[src/assert_macros.svh]
// assertion macros for the hash rtl, included by shf_mix
// clocked on i_clk; ASSERT_CLK is disabled while i_rst_n is low, ASSERT_CLK_ALWAYS is not
`ifndef ASSERT_MACROS_SVH
`define ASSERT_MACROS_SVH

// concurrent check, disabled during reset
`define ASSERT_CLK(label, prop, msg) \
    label: assert property (@(posedge i_clk) disable iff (!i_rst_n) (prop)) else $error(msg);

// concurrent check that also holds during reset
`define ASSERT_CLK_ALWAYS(label, prop, msg) \
    label: assert property (@(posedge i_clk) (prop)) else $error(msg);

`endif

[src/shf_pkg.sv]
// package for the superfasthash stream block: widths, stage struct, mix and avalanche functions
// no dependencies
`timescale 1ns / 1ps

package shf_pkg;

    localparam int unsigned HASH_W  = 32;
    localparam int unsigned COUNT_W = 3;

    typedef logic [HASH_W-1:0]  t_word;
    typedef logic [COUNT_W-1:0] t_count;

    // finished message hash handed from the mix stage to the avalanche stage
    typedef struct packed {
        logic  valid;
        t_word hash;
    } t_fin;

    function automatic t_word lo16(input t_word w);
        return {16'd0, w[15:0]};
    endfunction

    function automatic t_word mix_full(input t_word h_in, input t_word w);
        t_word h;
        t_word t;
        h = h_in + lo16(w);
        t = ({16'd0, w[31:16]} << 11) ^ h;
        h = (h << 16) ^ t;
        h = h + (h >> 11);
        return h;
    endfunction

    function automatic t_word mix_tail(input t_word h_in, input t_word w, input t_count n);
        t_word h;
        h = h_in;
        case (n)
            3'd3: begin
                h = h + lo16(w);
                h = h ^ (h << 16);
                h = h ^ ({24'd0, w[23:16]} << 18);
                h = h + (h >> 11);
            end
            3'd2: begin
                h = h + lo16(w);
                h = h ^ (h << 11);
                h = h + (h >> 17);
            end
            3'd1: begin
                h = h + {24'd0, w[7:0]};
                h = h ^ (h << 10);
                h = h + (h >> 1);
            end
            default: h = h_in;
        endcase
        return h;
    endfunction

    // counts of four and above saturate to a full round
    function automatic t_word mix_item(input t_word h, input t_word w, input t_count n);
        t_word r;
        case (n) inside
            [3'd4:3'd7]: r = mix_full(h, w);
            default:     r = mix_tail(h, w, n);
        endcase
        return r;
    endfunction

    function automatic t_word avalanche(input t_word h_in);
        t_word h;
        h = h_in;
        h = h ^ (h << 3);
        h = h + (h >> 5);
        h = h ^ (h << 4);
        h = h + (h >> 17);
        h = h ^ (h << 25);
        h = h + (h >> 6);
        return h;
    endfunction

endpackage

[src/superfasthash_stream.sv]
// superfasthash stream engine, top level
// depends on shf_pkg, shf_mix and shf_aval
//
// usage:
//   slave channel s_axis_* carries message words, up to four bytes each,
//   first byte in tdata[7:0], valid byte count in tdata[34:32] (4 and above
//   is a full round). tlast marks the final word of a message.
//   master channel m_axis_* carries one 32-bit digest per message.
//   the running hash starts at zero; after the last word is mixed the hash
//   is avalanched, sent out and cleared for the next message.
// path: the last word's transaction loads the input register, the mix stage writes the
//   finish register, then the avalanche/output register holds the digest.
// throughput: one word per cycle while s_axis_tready is high, set by the combinational mix
//   round that feeds the running hash register.
// reset: synchronous active-low i_rst_n clears all valid flags and the hash.
// a stall on m_axis_tready holds the digest; words keep flowing while the
//   finish register can still take one more finished message, then the next
//   last word waits in the input register and s_axis_tready drops.
`timescale 1ns / 1ps

module superfasthash_stream (
    input  logic        i_clk,
    input  logic        i_rst_n,
    input  logic        s_axis_tvalid,
    output logic        s_axis_tready,
    input  logic [39:0] s_axis_tdata,   // [31:0] data_word, [34:32] byte_count, [39:35] zero
    input  logic        s_axis_tlast,
    output logic        m_axis_tvalid,
    input  logic        m_axis_tready,
    output logic [31:0] m_axis_tdata    // [31:0] digest
);
    import shf_pkg::*;

    t_fin fin;
    logic fin_ready;

    shf_mix u_mix (
        .i_clk        (i_clk),
        .i_rst_n      (i_rst_n),
        .i_valid      (s_axis_tvalid),
        .o_ready      (s_axis_tready),
        .i_data_word  (s_axis_tdata[31:0]),
        .i_byte_count (s_axis_tdata[34:32]),
        .i_last       (s_axis_tlast),
        .i_fin_ready  (fin_ready),
        .o_fin        (fin)
    );

    shf_aval u_aval (
        .i_clk       (i_clk),
        .i_rst_n     (i_rst_n),
        .i_fin       (fin),
        .o_fin_ready (fin_ready),
        .o_valid     (m_axis_tvalid),
        .i_ready     (m_axis_tready),
        .o_digest    (m_axis_tdata)
    );

endmodule

[src/shf_mix.sv]
// input register, running hash, per-word mix round and finish register
// depends on shf_pkg and assert_macros.svh
`timescale 1ns / 1ps
`include "assert_macros.svh"

module shf_mix (
    input  logic                 i_clk,
    input  logic                 i_rst_n,
    input  logic                 i_valid,
    output logic                 o_ready,
    input  shf_pkg::t_word       i_data_word,
    input  shf_pkg::t_count      i_byte_count,
    input  logic                 i_last,
    input  logic                 i_fin_ready,
    output shf_pkg::t_fin        o_fin
);
    import shf_pkg::*;

    logic   r_in_valid;
    t_word  r_in_word;
    t_count r_in_count;
    logic   r_in_last;
    t_word  r_hash;
    logic   r_fin_valid;
    t_word  r_fin_hash;

    logic   in_move;
    logic   fin_ready;
    t_word  mix_val;

    assign fin_ready = !r_fin_valid || i_fin_ready;
    // a last word can only leave when the finish stage has room
    assign in_move   = r_in_valid && (!r_in_last || fin_ready);
    assign o_ready   = !r_in_valid || in_move;
    assign mix_val   = mix_item(r_hash, r_in_word, r_in_count);

    always_ff @(posedge i_clk) begin
        if (!i_rst_n) begin
            r_in_valid <= 1'b0;
        end else if (o_ready) begin
            r_in_valid <= i_valid;
        end
    end

    always_ff @(posedge i_clk) begin
        if (o_ready && i_valid) begin
            r_in_word  <= i_data_word;
            r_in_count <= i_byte_count;
            r_in_last  <= i_last;
        end
    end

    always_ff @(posedge i_clk) begin
        if (!i_rst_n) begin
            r_hash <= '0;
        end else if (in_move) begin
            r_hash <= r_in_last ? '0 : mix_val;
        end
    end

    always_ff @(posedge i_clk) begin
        if (!i_rst_n) begin
            r_fin_valid <= 1'b0;
        end else if (fin_ready) begin
            r_fin_valid <= in_move && r_in_last;
        end
    end

    always_ff @(posedge i_clk) begin
        if (fin_ready && in_move && r_in_last) begin
            r_fin_hash <= mix_val;
        end
    end

    assign o_fin.valid = r_fin_valid;
    assign o_fin.hash  = r_fin_hash;

    `ASSERT_CLK(a_hash_clear_after_last, (in_move && r_in_last) |=> (r_hash == '0),
        "running hash not cleared after last word")
    `ASSERT_CLK(a_fin_from_last, $rose(r_fin_valid) |-> $past(in_move && r_in_last),
        "finish stage loaded without a last word")
    `ASSERT_CLK(a_fin_hold, (r_fin_valid && !i_fin_ready) |=> (r_fin_valid && $stable(r_fin_hash)),
        "stalled finish stage changed")
    `ASSERT_CLK(a_in_hold, (r_in_valid && !in_move) |=> (r_in_valid && $stable(r_in_word)),
        "stalled input word dropped")

endmodule

[src/shf_aval.sv]
// avalanche of a finished hash and the output register
// depends on shf_pkg
`timescale 1ns / 1ps

module shf_aval (
    input  logic            i_clk,
    input  logic            i_rst_n,
    input  shf_pkg::t_fin   i_fin,
    output logic            o_fin_ready,
    output logic            o_valid,
    input  logic            i_ready,
    output shf_pkg::t_word  o_digest
);
    import shf_pkg::*;

    logic  r_out_valid;
    t_word r_out_digest;

    assign o_fin_ready = !r_out_valid || i_ready;

    always_ff @(posedge i_clk) begin
        if (!i_rst_n) begin
            r_out_valid <= 1'b0;
        end else if (o_fin_ready) begin
            r_out_valid <= i_fin.valid;
        end
    end

    always_ff @(posedge i_clk) begin
        if (o_fin_ready && i_fin.valid) begin
            r_out_digest <= avalanche(i_fin.hash);
        end
    end

    assign o_valid  = r_out_valid;
    assign o_digest = r_out_digest;

endmodule

[config.mk]
export PLATFORM = sky130hd
export DESIGN_NAME = superfasthash_stream
export DESIGN_NICKNAME = d
export VERILOG_FILES = /design/src/shf_pkg.sv /design/src/superfasthash_stream.sv /design/src/shf_mix.sv /design/src/shf_aval.sv
export VERILOG_INCLUDE_DIRS = /design/src /design/src/src
export SDC_FILE = /design/constraint.sdc
export NUM_CORES = 1
export LEC_CHECK = 0
export BUFFER_PORTS_ARGS = -buffer_cell sky130_fd_sc_hd__buf_2
export CELL_PAD_IN_SITES_DETAIL_PLACEMENT = 0
export CELL_PAD_IN_SITES_GLOBAL_PLACEMENT = 1
export CORE_ASPECT_RATIO = 0.6
export CORE_MARGIN = 5
export CORE_UTILIZATION = 53
export DETAILED_ROUTE_END_ITERATION = 7
export HOLD_SLACK_MARGIN = 0.15
export PLACE_DENSITY = 0.94
export REMOVE_ABC_BUFFERS = 1
export SLEW_MARGIN = 15
export SYNTH_ARGS = -nofsm -noshare
export SYNTH_HDL_FRONTEND = slang
export SYNTH_HIERARCHICAL = 1
export SYNTH_SLANG_ARGS = --single-unit
[constraint.sdc]
create_clock -name i_clk -period 11.35 [get_ports i_clk]
set_clock_uncertainty 0.05 [all_clocks]
set_input_delay 0.5675 -clock i_clk [delete_from_list [all_inputs] [get_ports i_clk]]
set_output_delay 0.5675 -clock i_clk [all_outputs]
set_load 0.03 [all_outputs]
Word-level counts from Yosys, hierarchy flattened
Index checks and enable logic that the tools add are counted.

Bits in registers: 135. Output and inout bits: 34. Input port bits: 45.

Reduce and logical (&&, ||, !) cells: 15. $add $sub $neg: 9. Multiplexer cells: 3. Bitwise logic cells: 9. Equal/unequal tests: 3. $lt $le $gt $ge: 2.

Operators with widths (number): 32-bit bitwise XOR (7); 32-bit case mux with 3 select lines (1); 32-bit by 15-bit adder with 32-bit output (2); 32-bit by 21-bit adder with 32-bit output (2); 32-bit 2-to-1 mux (2); 32-bit by 16-bit adder with 32-bit output (1); 32-bit by 26-bit adder with 32-bit output (1); 32-bit by 27-bit adder with 32-bit output (1); 32-bit by 31-bit adder with 32-bit output (1); 32-bit by 8-bit adder with 32-bit output (1); 27-bit by 32-bit bitwise XOR with 32-bit output (1); 32-bit by 26-bit bitwise XOR with 32-bit output (1); 1-bit logical AND (7); 3-bit by 2-bit equality test with 1-bit output, second input constant (2); 1-bit logical NOT (4); 1-bit logical OR (4); 3-bit by 1-bit equality test with 1-bit output, second input constant (1); 3-bit >= comparator, second input constant (1); 3-bit less-or-equal comparator, second input constant (1).

Longest topological paths before layout
Gate-level depths: netlist of the first run.

Depth in word-level cells: 7. Depth in mapped cells: 38. Depth with buffers taken out: 38.

Modules after synthesis
Netlist of the first run, hierarchy kept.

By module, submodules not included: shf_mix (cells each 1422, instances 1, area an instance 12149.2 µm², sequential area each 2722.6 µm²); shf_aval (cells each 835, instances 1, area an instance 6711.4 µm², sequential area each 980.9 µm²).

Worst setup path after synthesis of the first run
Ideal clock, no wire load.

Kind: reg-to-reg. Start point: reg u_mix.r_fin_hash[5]. End point: reg u_aval.r_out_digest[28] (netlist: u_aval/o_digest[28]) (data pin). Cell stages (with the launch flop): 38. Data arrival time: 7.208 ns. Clock period less this slack: 7.526 ns. Required time: 11.032 ns. Setup time: 0.268 ns. Setup slack: 3.824 ns. Buffers on the path: 0. Cells stage by stage: edfxtp_1 -> xnor2_2 -> inv_2 -> ha_1 -> inv_1 -> fa_1 -> nor2b_1 -> o31a_1 -> o211ai_1 -> a211oi_2 -> a311oi_2 -> xor2_1 -> xnor2_2 -> ha_1 -> a21o_1 -> a21oi_1 -> o21bai_1 -> a21oi_1 -> (+2 left out) -> xnor2_1 -> inv_1 -> fa_1 -> nor2b_1 -> o21ai_0 -> a21boi_0 -> o21ai_0 -> a21boi_0 -> o21ai_0 -> a21boi_0 -> o21ai_0 -> a211oi_1 -> nor2_1 -> a211o_1 -> a211o_1 -> a211oi_1 -> o211a_1 -> xor2_1.

Cells in the longest elaborated chain, start to end: 6.

RTL lines: from (decl) (line shf_mix.sv:25) `t_word r_fin_hash;`; from (signal assigned) (line shf_mix.sv:71) `r_fin_hash <= mix_val;`; 32-bit bitwise XOR (line shf_pkg.sv:71) `h = h ^ (h << 3);`; 32-bit by 27-bit adder with 32-bit output (line shf_pkg.sv:72) `h = h + (h >> 5);`; 32-bit bitwise XOR (line shf_pkg.sv:73) `h = h ^ (h << 4);`; 32-bit by 15-bit adder with 32-bit output (line shf_pkg.sv:74) `h = h + (h >> 17);`; 32-bit bitwise XOR (line shf_pkg.sv:75) `h = h ^ (h << 25);`; 32-bit by 26-bit adder with 32-bit output (line shf_pkg.sv:76) `h = h + (h >> 6);`; to (signal assigned) (line shf_aval.sv:31) `r_out_digest <= avalanche(i_fin.hash);`; to (decl) (line shf_aval.sv:17) `t_word r_out_digest;`.

Every way passes these cells. A chain may end at the register's enable or synchronous reset.

Worst setup path in the final report of the first run
Start point: reg u_mix.r_fin_hash[16]. End point: reg u_aval.r_out_digest[28] (netlist: u_aval/o_digest[28]) (data pin).

Same word-level chain as after synthesis.

==> results of run 1 <==
[kinds of logic (layout without fill, tap and decap cells)]
kind of cell,after synthesis,in the layout,synth area share
adder cells (fa/ha/maj),179,179,0.122
flip-flops,135,135,0.196
AND/OR/NAND/NOR,685,685,0.183
XOR/XNOR,353,353,0.183
AO/OA/AOI/OAI,719,719,0.268
buffers and inverters,165,231,0.0345
other,0,1,0
multiplexers,21,21,0.0136
[sequential cells by signal, indices dropped and copies added (netlist names)]
register / flops
u_aval/o_digest: 32
u_mix/r_fin_hash: 32
u_mix/r_in_count: 3
u_mix/r_in_last: 1
u_mix/r_in_valid: 1
u_mix/r_hash: 32
u_mix/r_fin_valid: 1
u_mix/r_in_word: 32
u_aval/o_valid: 1
[synth_stat cells, types with 10 or more instances]
cell type,number
a21o_1,84
nand2_1,166
o211ai_1,22
xor2_1,127
xnor2_1,196
a22o_1,18
and3_1,25
dfxtp_1,35
nand4_1,35
nor3_1,65
clkbuf_1,54
o31ai_1,11
a21oi_1,174
o21bai_1,26
a22oi_1,16
nor2_1,169
buf_2,16
a221oi_1,10
and2_1,14
a211o_1,13
nor2b_1,29
o21a_1,31
o21ai_0,101
a211oi_1,25
xnor2_2,10
o21ai_1,14
nand2b_1,27
mux2i_1,14
or3_1,17
a31oi_1,27
nand3_1,69
inv_1,89
o22ai_1,15
ha_1,168
edfxtp_1,100
[through the flow]
step                setup WS (ns)  instances
floorplan                    3.82       2182
global placement             2.20       2758
detailed placement           2.02       2758
CTS                          1.99       2790
global route                 1.09       2790
finish                       1.64       2791
[per-layer routing]
layer  track usage  vias to the layer above  part of all wire
met5        0.0333                        -            0.0023
met4        0.0650                        4             0.014
met3         0.196                       89              0.19
met2         0.430                     1258              0.34
met1         0.573                     8915              0.46
li1              -                     8543                 -
[worst max-delay path by stage]
| stage | start | endpoint | cells past startpoint |
|---|---|---|---|
| 6_report | u_mix/r_fin_hash[16] | u_aval/o_digest[28] | 34 |
| 5_1_grt | u_mix/r_fin_hash[5] | u_aval/o_digest[28] | 37 |
| 4_1_cts | u_mix/r_fin_hash[5] | u_aval/o_digest[28] | 37 |
| 3_5_place_dp | u_mix/r_fin_hash[5] | u_aval/o_digest[28] | 37 |
| 3_3_place_gp | u_mix/r_fin_hash[5] | u_aval/o_digest[28] | 37 |
| 2_1_floorplan | u_mix/r_fin_hash[5] | u_aval/o_digest[28] | 37 |
[final cells by class]
type,count,area (um^2)
fill,3226,14700
multi-input combinational,1957,14500
sequential,135,3700
timing repair buffer,109,636
tap,467,584
clock buffer,19,433
inverter,90,338
clock inverter,13,123
antenna,1,2.50
==> impl_metrics.csv, run 1 <==
group,metric,value,unit
drt,wl_per_cell,26.7,um
synth,synth_warnings,6,
finish,drive_above_1_share,0.103,
clocking,clkLatencyLatePin,0.45,ns
drt,drt_iter0_drc,2790,
placement,placed_area,19800,um^2
sta,tightest_slew,1.41,ns
synth,synth.distinct_cells,124,
setup_path,startpoint_type,"flop",
clocking,cts_tree,"built",
setup_path,worstPathArrival,9.94,ns
finish,final_cell_mix,"xnor2_1 (195), a21oi_1 (174), nor2_1 (168), ha_1 (168), nand2_1 (166)",
floorplan,die_w,254,um
floorplan,start_util,0.538,
drt,ant_nets,0,
clocking,cts-resized-gates,0,
synth,synth_top_cell_area_share,0.159,
clocking,clk_path_buf_depth,2,
sta,finalSetupViolCount,0,
floorplan,rows,53,
hold_path,holdPathStages,1,
floorplan,core,35100,um^2
sta,fmax,0.103,GHz
synth,synth_area_leader_cell,"edfxtp_1",
synth,ys_seq_area_frac,0.196,
finish,area_growth,7.90,%
placement,port_buffers,73,
sta,grt_setup_unrepaired,"no",
drt,drt_pre_antenna_iters,7,
placement,dp_hpwl,60700,um
clocking,post_cts_buffers,0,
clocking,clk_pin_slew,0.07,ns
finish,nets,2531,
drt,drc_errors,0,
synth,synth_area,18900,um^2
floorplan,die_y,156,um
hold_path,hold_path.class,"input pin to flop",
setup_path,r2r-end,"u_aval/o_digest[28]",
finish,fin_area,20400,um^2
floorplan,pin_count,79,
global_route,grt_max_degree,51,
status,status,"finished, final reports clean",
synth,async_reset_ff_frac,0,
sta,hold_violations,0,
sta,whs,0.234,ns
setup_path,crit_type,"flop to flop",
hold_path,min-delay-start,"s_axis_tdata[32]",
hold_path,hold-path-endpoint,"u_mix/r_in_count[0]",
synth,syn_inst,2257,
sta,drv_slew,0,
drt,vias,18809,
setup_path,cpLargestDelayFamily,"compound AO/OA/AOI/OAI gates",
sta,tns,0,ns
setup_path,crit_path_frequent_cell,"o21ai_0",
clocking,cts.sinks,135,
placement,place.gp.congestion,1.09,
finish,final_util,0.580,
setup_path,cp-end-kind,"flop",
global_route,grt_pass1_vias,17096,
sta,period_share,0.855,
setup_path,cp_max_fo,8,
synth,synth-seq-cells,135,
clocking,cts_max_level,4,
synth,avgSynthCellArea,8.36,um^2
global_route,track_usage,0.368,
flow_run,maxCapViolations,0,
setup_path,cp_num_buf_inv,2,
setup_path,slowest_stage,"xnor2_1",
clocking,cts_hold_buffers,0,
setup_path,critical-path-max-stage-delay,0.61,ns
finish,final_common_cell,"xnor2_1",
synth,synth_flop_cell,"edfxtp_1",
synth,synth_edf_count,100,
clocking,numCtsBuffers,17,
drt,drt_wl_total,74400,um
floorplan,die_area,39600,um^2
clocking,clockRootBuffer,"clkbuf_16",
sta,relSlewSlack,0.0453,
setup_path,reg2reg_slack,1.64,ns
global_route,grt_pass1_wl,109000,um
global_route,overflow,0,
drt,viasPerCell,6.74,
setup_path,cp_data_required_time,11.59,ns
setup_path,reg2reg_from,"u_mix/r_fin_hash[16]",
global_route,antenna_found_initial,3,
sta,min_period,9.71,ns
setup_path,reg2reg_depth,34,
synth,synthTopCellsByArea,"edfxtp_1 (16%), ha_1 (11%), xnor2_1 (9.1%)",
Power of run 1 is not shown: default switching activity piles up to over one toggle a cycle in this logic, so the estimate is an artifact.
==> inputs of run 2 (changes only) <==
CORE_UTILIZATION = 54   (was 53)
CTS_BUF_LIST = sky130_fd_sc_hd__clkbuf_8   (was default)
PLACE_DENSITY = 0.95   (was 0.94)
==> run 2 against run 1 <==
  * First-iteration DRC count up 15%
  * Die area shrank 1.8%
  * Global-route usage grew 1.2 points
  * Highest routed layer unchanged
  * Sequential share of layout area is 0.17 points higher
  * Critical path type unchanged
  * Utilization about the same
  * Final area is 0.90% lower
==> impl_metrics.csv, run 2 (same netlist as run 1, synthesis figures left out) <==
group,metric,value,unit
finish,drive_above_1_share,0.102,
sta,tightest_slew,1.30,ns
status,status,"finished, final reports clean",
floorplan,start_util,0.543,
floorplan,die_y,155,um
finish,area_growth,6.93,%
setup_path,slowest_stage,"o311ai_1",
placement,port_buffers,73,
sta,tns,0,ns
sta,relSlewSlack,0.123,
setup_path,worstPathArrival,10.19,ns
drt,viasPerCell,6.78,
clocking,cts_hold_buffers,0,
floorplan,die_w,251,um
drt,drt_iter0_drc,3195,
global_route,antenna_found_initial,1,
setup_path,critical-path-max-stage-delay,0.84,ns
global_route,track_usage,0.380,
placement,dp_hpwl,62100,um
sta,fmax,0.0999,GHz
floorplan,die_area,38900,um^2
sta,grt_setup_unrepaired,"no",
sta,hold_violations,0,
sta,period_share,0.882,
hold_path,hold_path.class,"input pin to flop",
clocking,clkLatencyLatePin,0.50,ns
setup_path,startpoint_type,"flop",
global_route,grt_max_degree,55,
finish,final_common_cell,"xnor2_1",
placement,place.gp.congestion,1.10,
drt,ant_nets,0,
clocking,clk_pin_slew,0.10,ns
clocking,clockRootBuffer,"clkbuf_8",
setup_path,crit_type,"flop to flop",
drt,drt_pre_antenna_iters,6,
setup_path,cp_data_required_time,11.53,ns
finish,nets,2526,
clocking,post_cts_buffers,0,
drt,vias,18889,
flow_run,maxCapViolations,0,
clocking,cts_tree,"built",
drt,drt_wl_total,76100,um
drt,wl_per_cell,27.3,um
global_route,grt_pass1_vias,16866,
sta,min_period,10.01,ns
clocking,numCtsBuffers,17,
clocking,clk_path_buf_depth,2,
global_route,overflow,0,
clocking,cts-resized-gates,0,
floorplan,rows,53,
sta,finalSetupViolCount,0,
clocking,cts.sinks,135,
global_route,grt_pass1_wl,111000,um
sta,drv_slew,0,
clocking,cts_max_level,4,
finish,antenna_cells,0,
finish,fillers,3149,
setup_path,cp-end-kind,"flop",
drt,drc_errors,0,
floorplan,core,34700,um^2
finish,final_cell_mix,"xnor2_1 (195), a21oi_1 (174), nor2_1 (168), ha_1 (168), nand2_1 (166)",
floorplan,pin_count,79,
setup_path,cp_max_fo,9,
==> run 2: per-layer routing <==
layer / wire length (um) / GRT usage
met5: 35 / 0
met2: 25000 / 0.433
met4: 822 / 0.0512
met3: 14000 / 0.194
met1: 36200 / 0.616
==> run 2: path summary, 6_finish.rpt <==
kind                                            end  cells after the start                 from  slack (ns)
worst max-delay path            u_aval/o_digest[28]                     32  u_mix/r_fin_hash[5]        1.34
worst min-delay path            u_mix/r_in_word[19]                      1     s_axis_tdata[19]        0.18
worst max register to register  u_aval/o_digest[28]                     32  u_mix/r_fin_hash[5]        1.34
worst min register to register       u_aval/o_valid                      2    u_mix/r_fin_valid        0.43
==> run 2: cell type report <==
class                   instances  area, um^2  area share
flip-flops and latches        135        3700       0.184
clock buffers                  18         248      0.0123
repair buffers                104         598      0.0297
multi-input cells            1957       14500       0.721
clock inverters                14         164     0.00813
well taps                     467         584      0.0290
inverters                      90         338      0.0168
==> run 2: stage by stage <==
step / setup WS, ns / hold WS, ns / instance area [um^2] / std cells / util
2_1_floorplan: 3.82 / 0.389 / 18500 / 2182 / -
3_3_place_gp: 2.16 / 0.395 / 19800 / 2753 / 0.569
3_5_place_dp: 1.82 / 0.426 / 19800 / 2753 / 0.569
4_1_cts: 1.78 / 0.156 / 20200 / 2785 / 0.580
5_1_grt: 0.826 / 0.152 / 20200 / 2785 / 0.580
6_report: 1.34 / 0.182 / 20200 / 2785 / 0.580
==> run 2: critical path: cells and delay by family, from the launching register on <==
| kind | cells | cell delay [ns] |
|---|---|---|
| AOI/OAI and AO/OA | 17 | 6.16 |
| buffers and inverters | 2 | 0.19 |
| xor gates and xnor gates | 3 | 0.71 |
| adders and majority gates | 4 | 1.38 |
| DFF | 1 | 0.45 |
| and+or+nand+nor | 6 | 0.77 |
Power of run 2 is left out for the same reason.
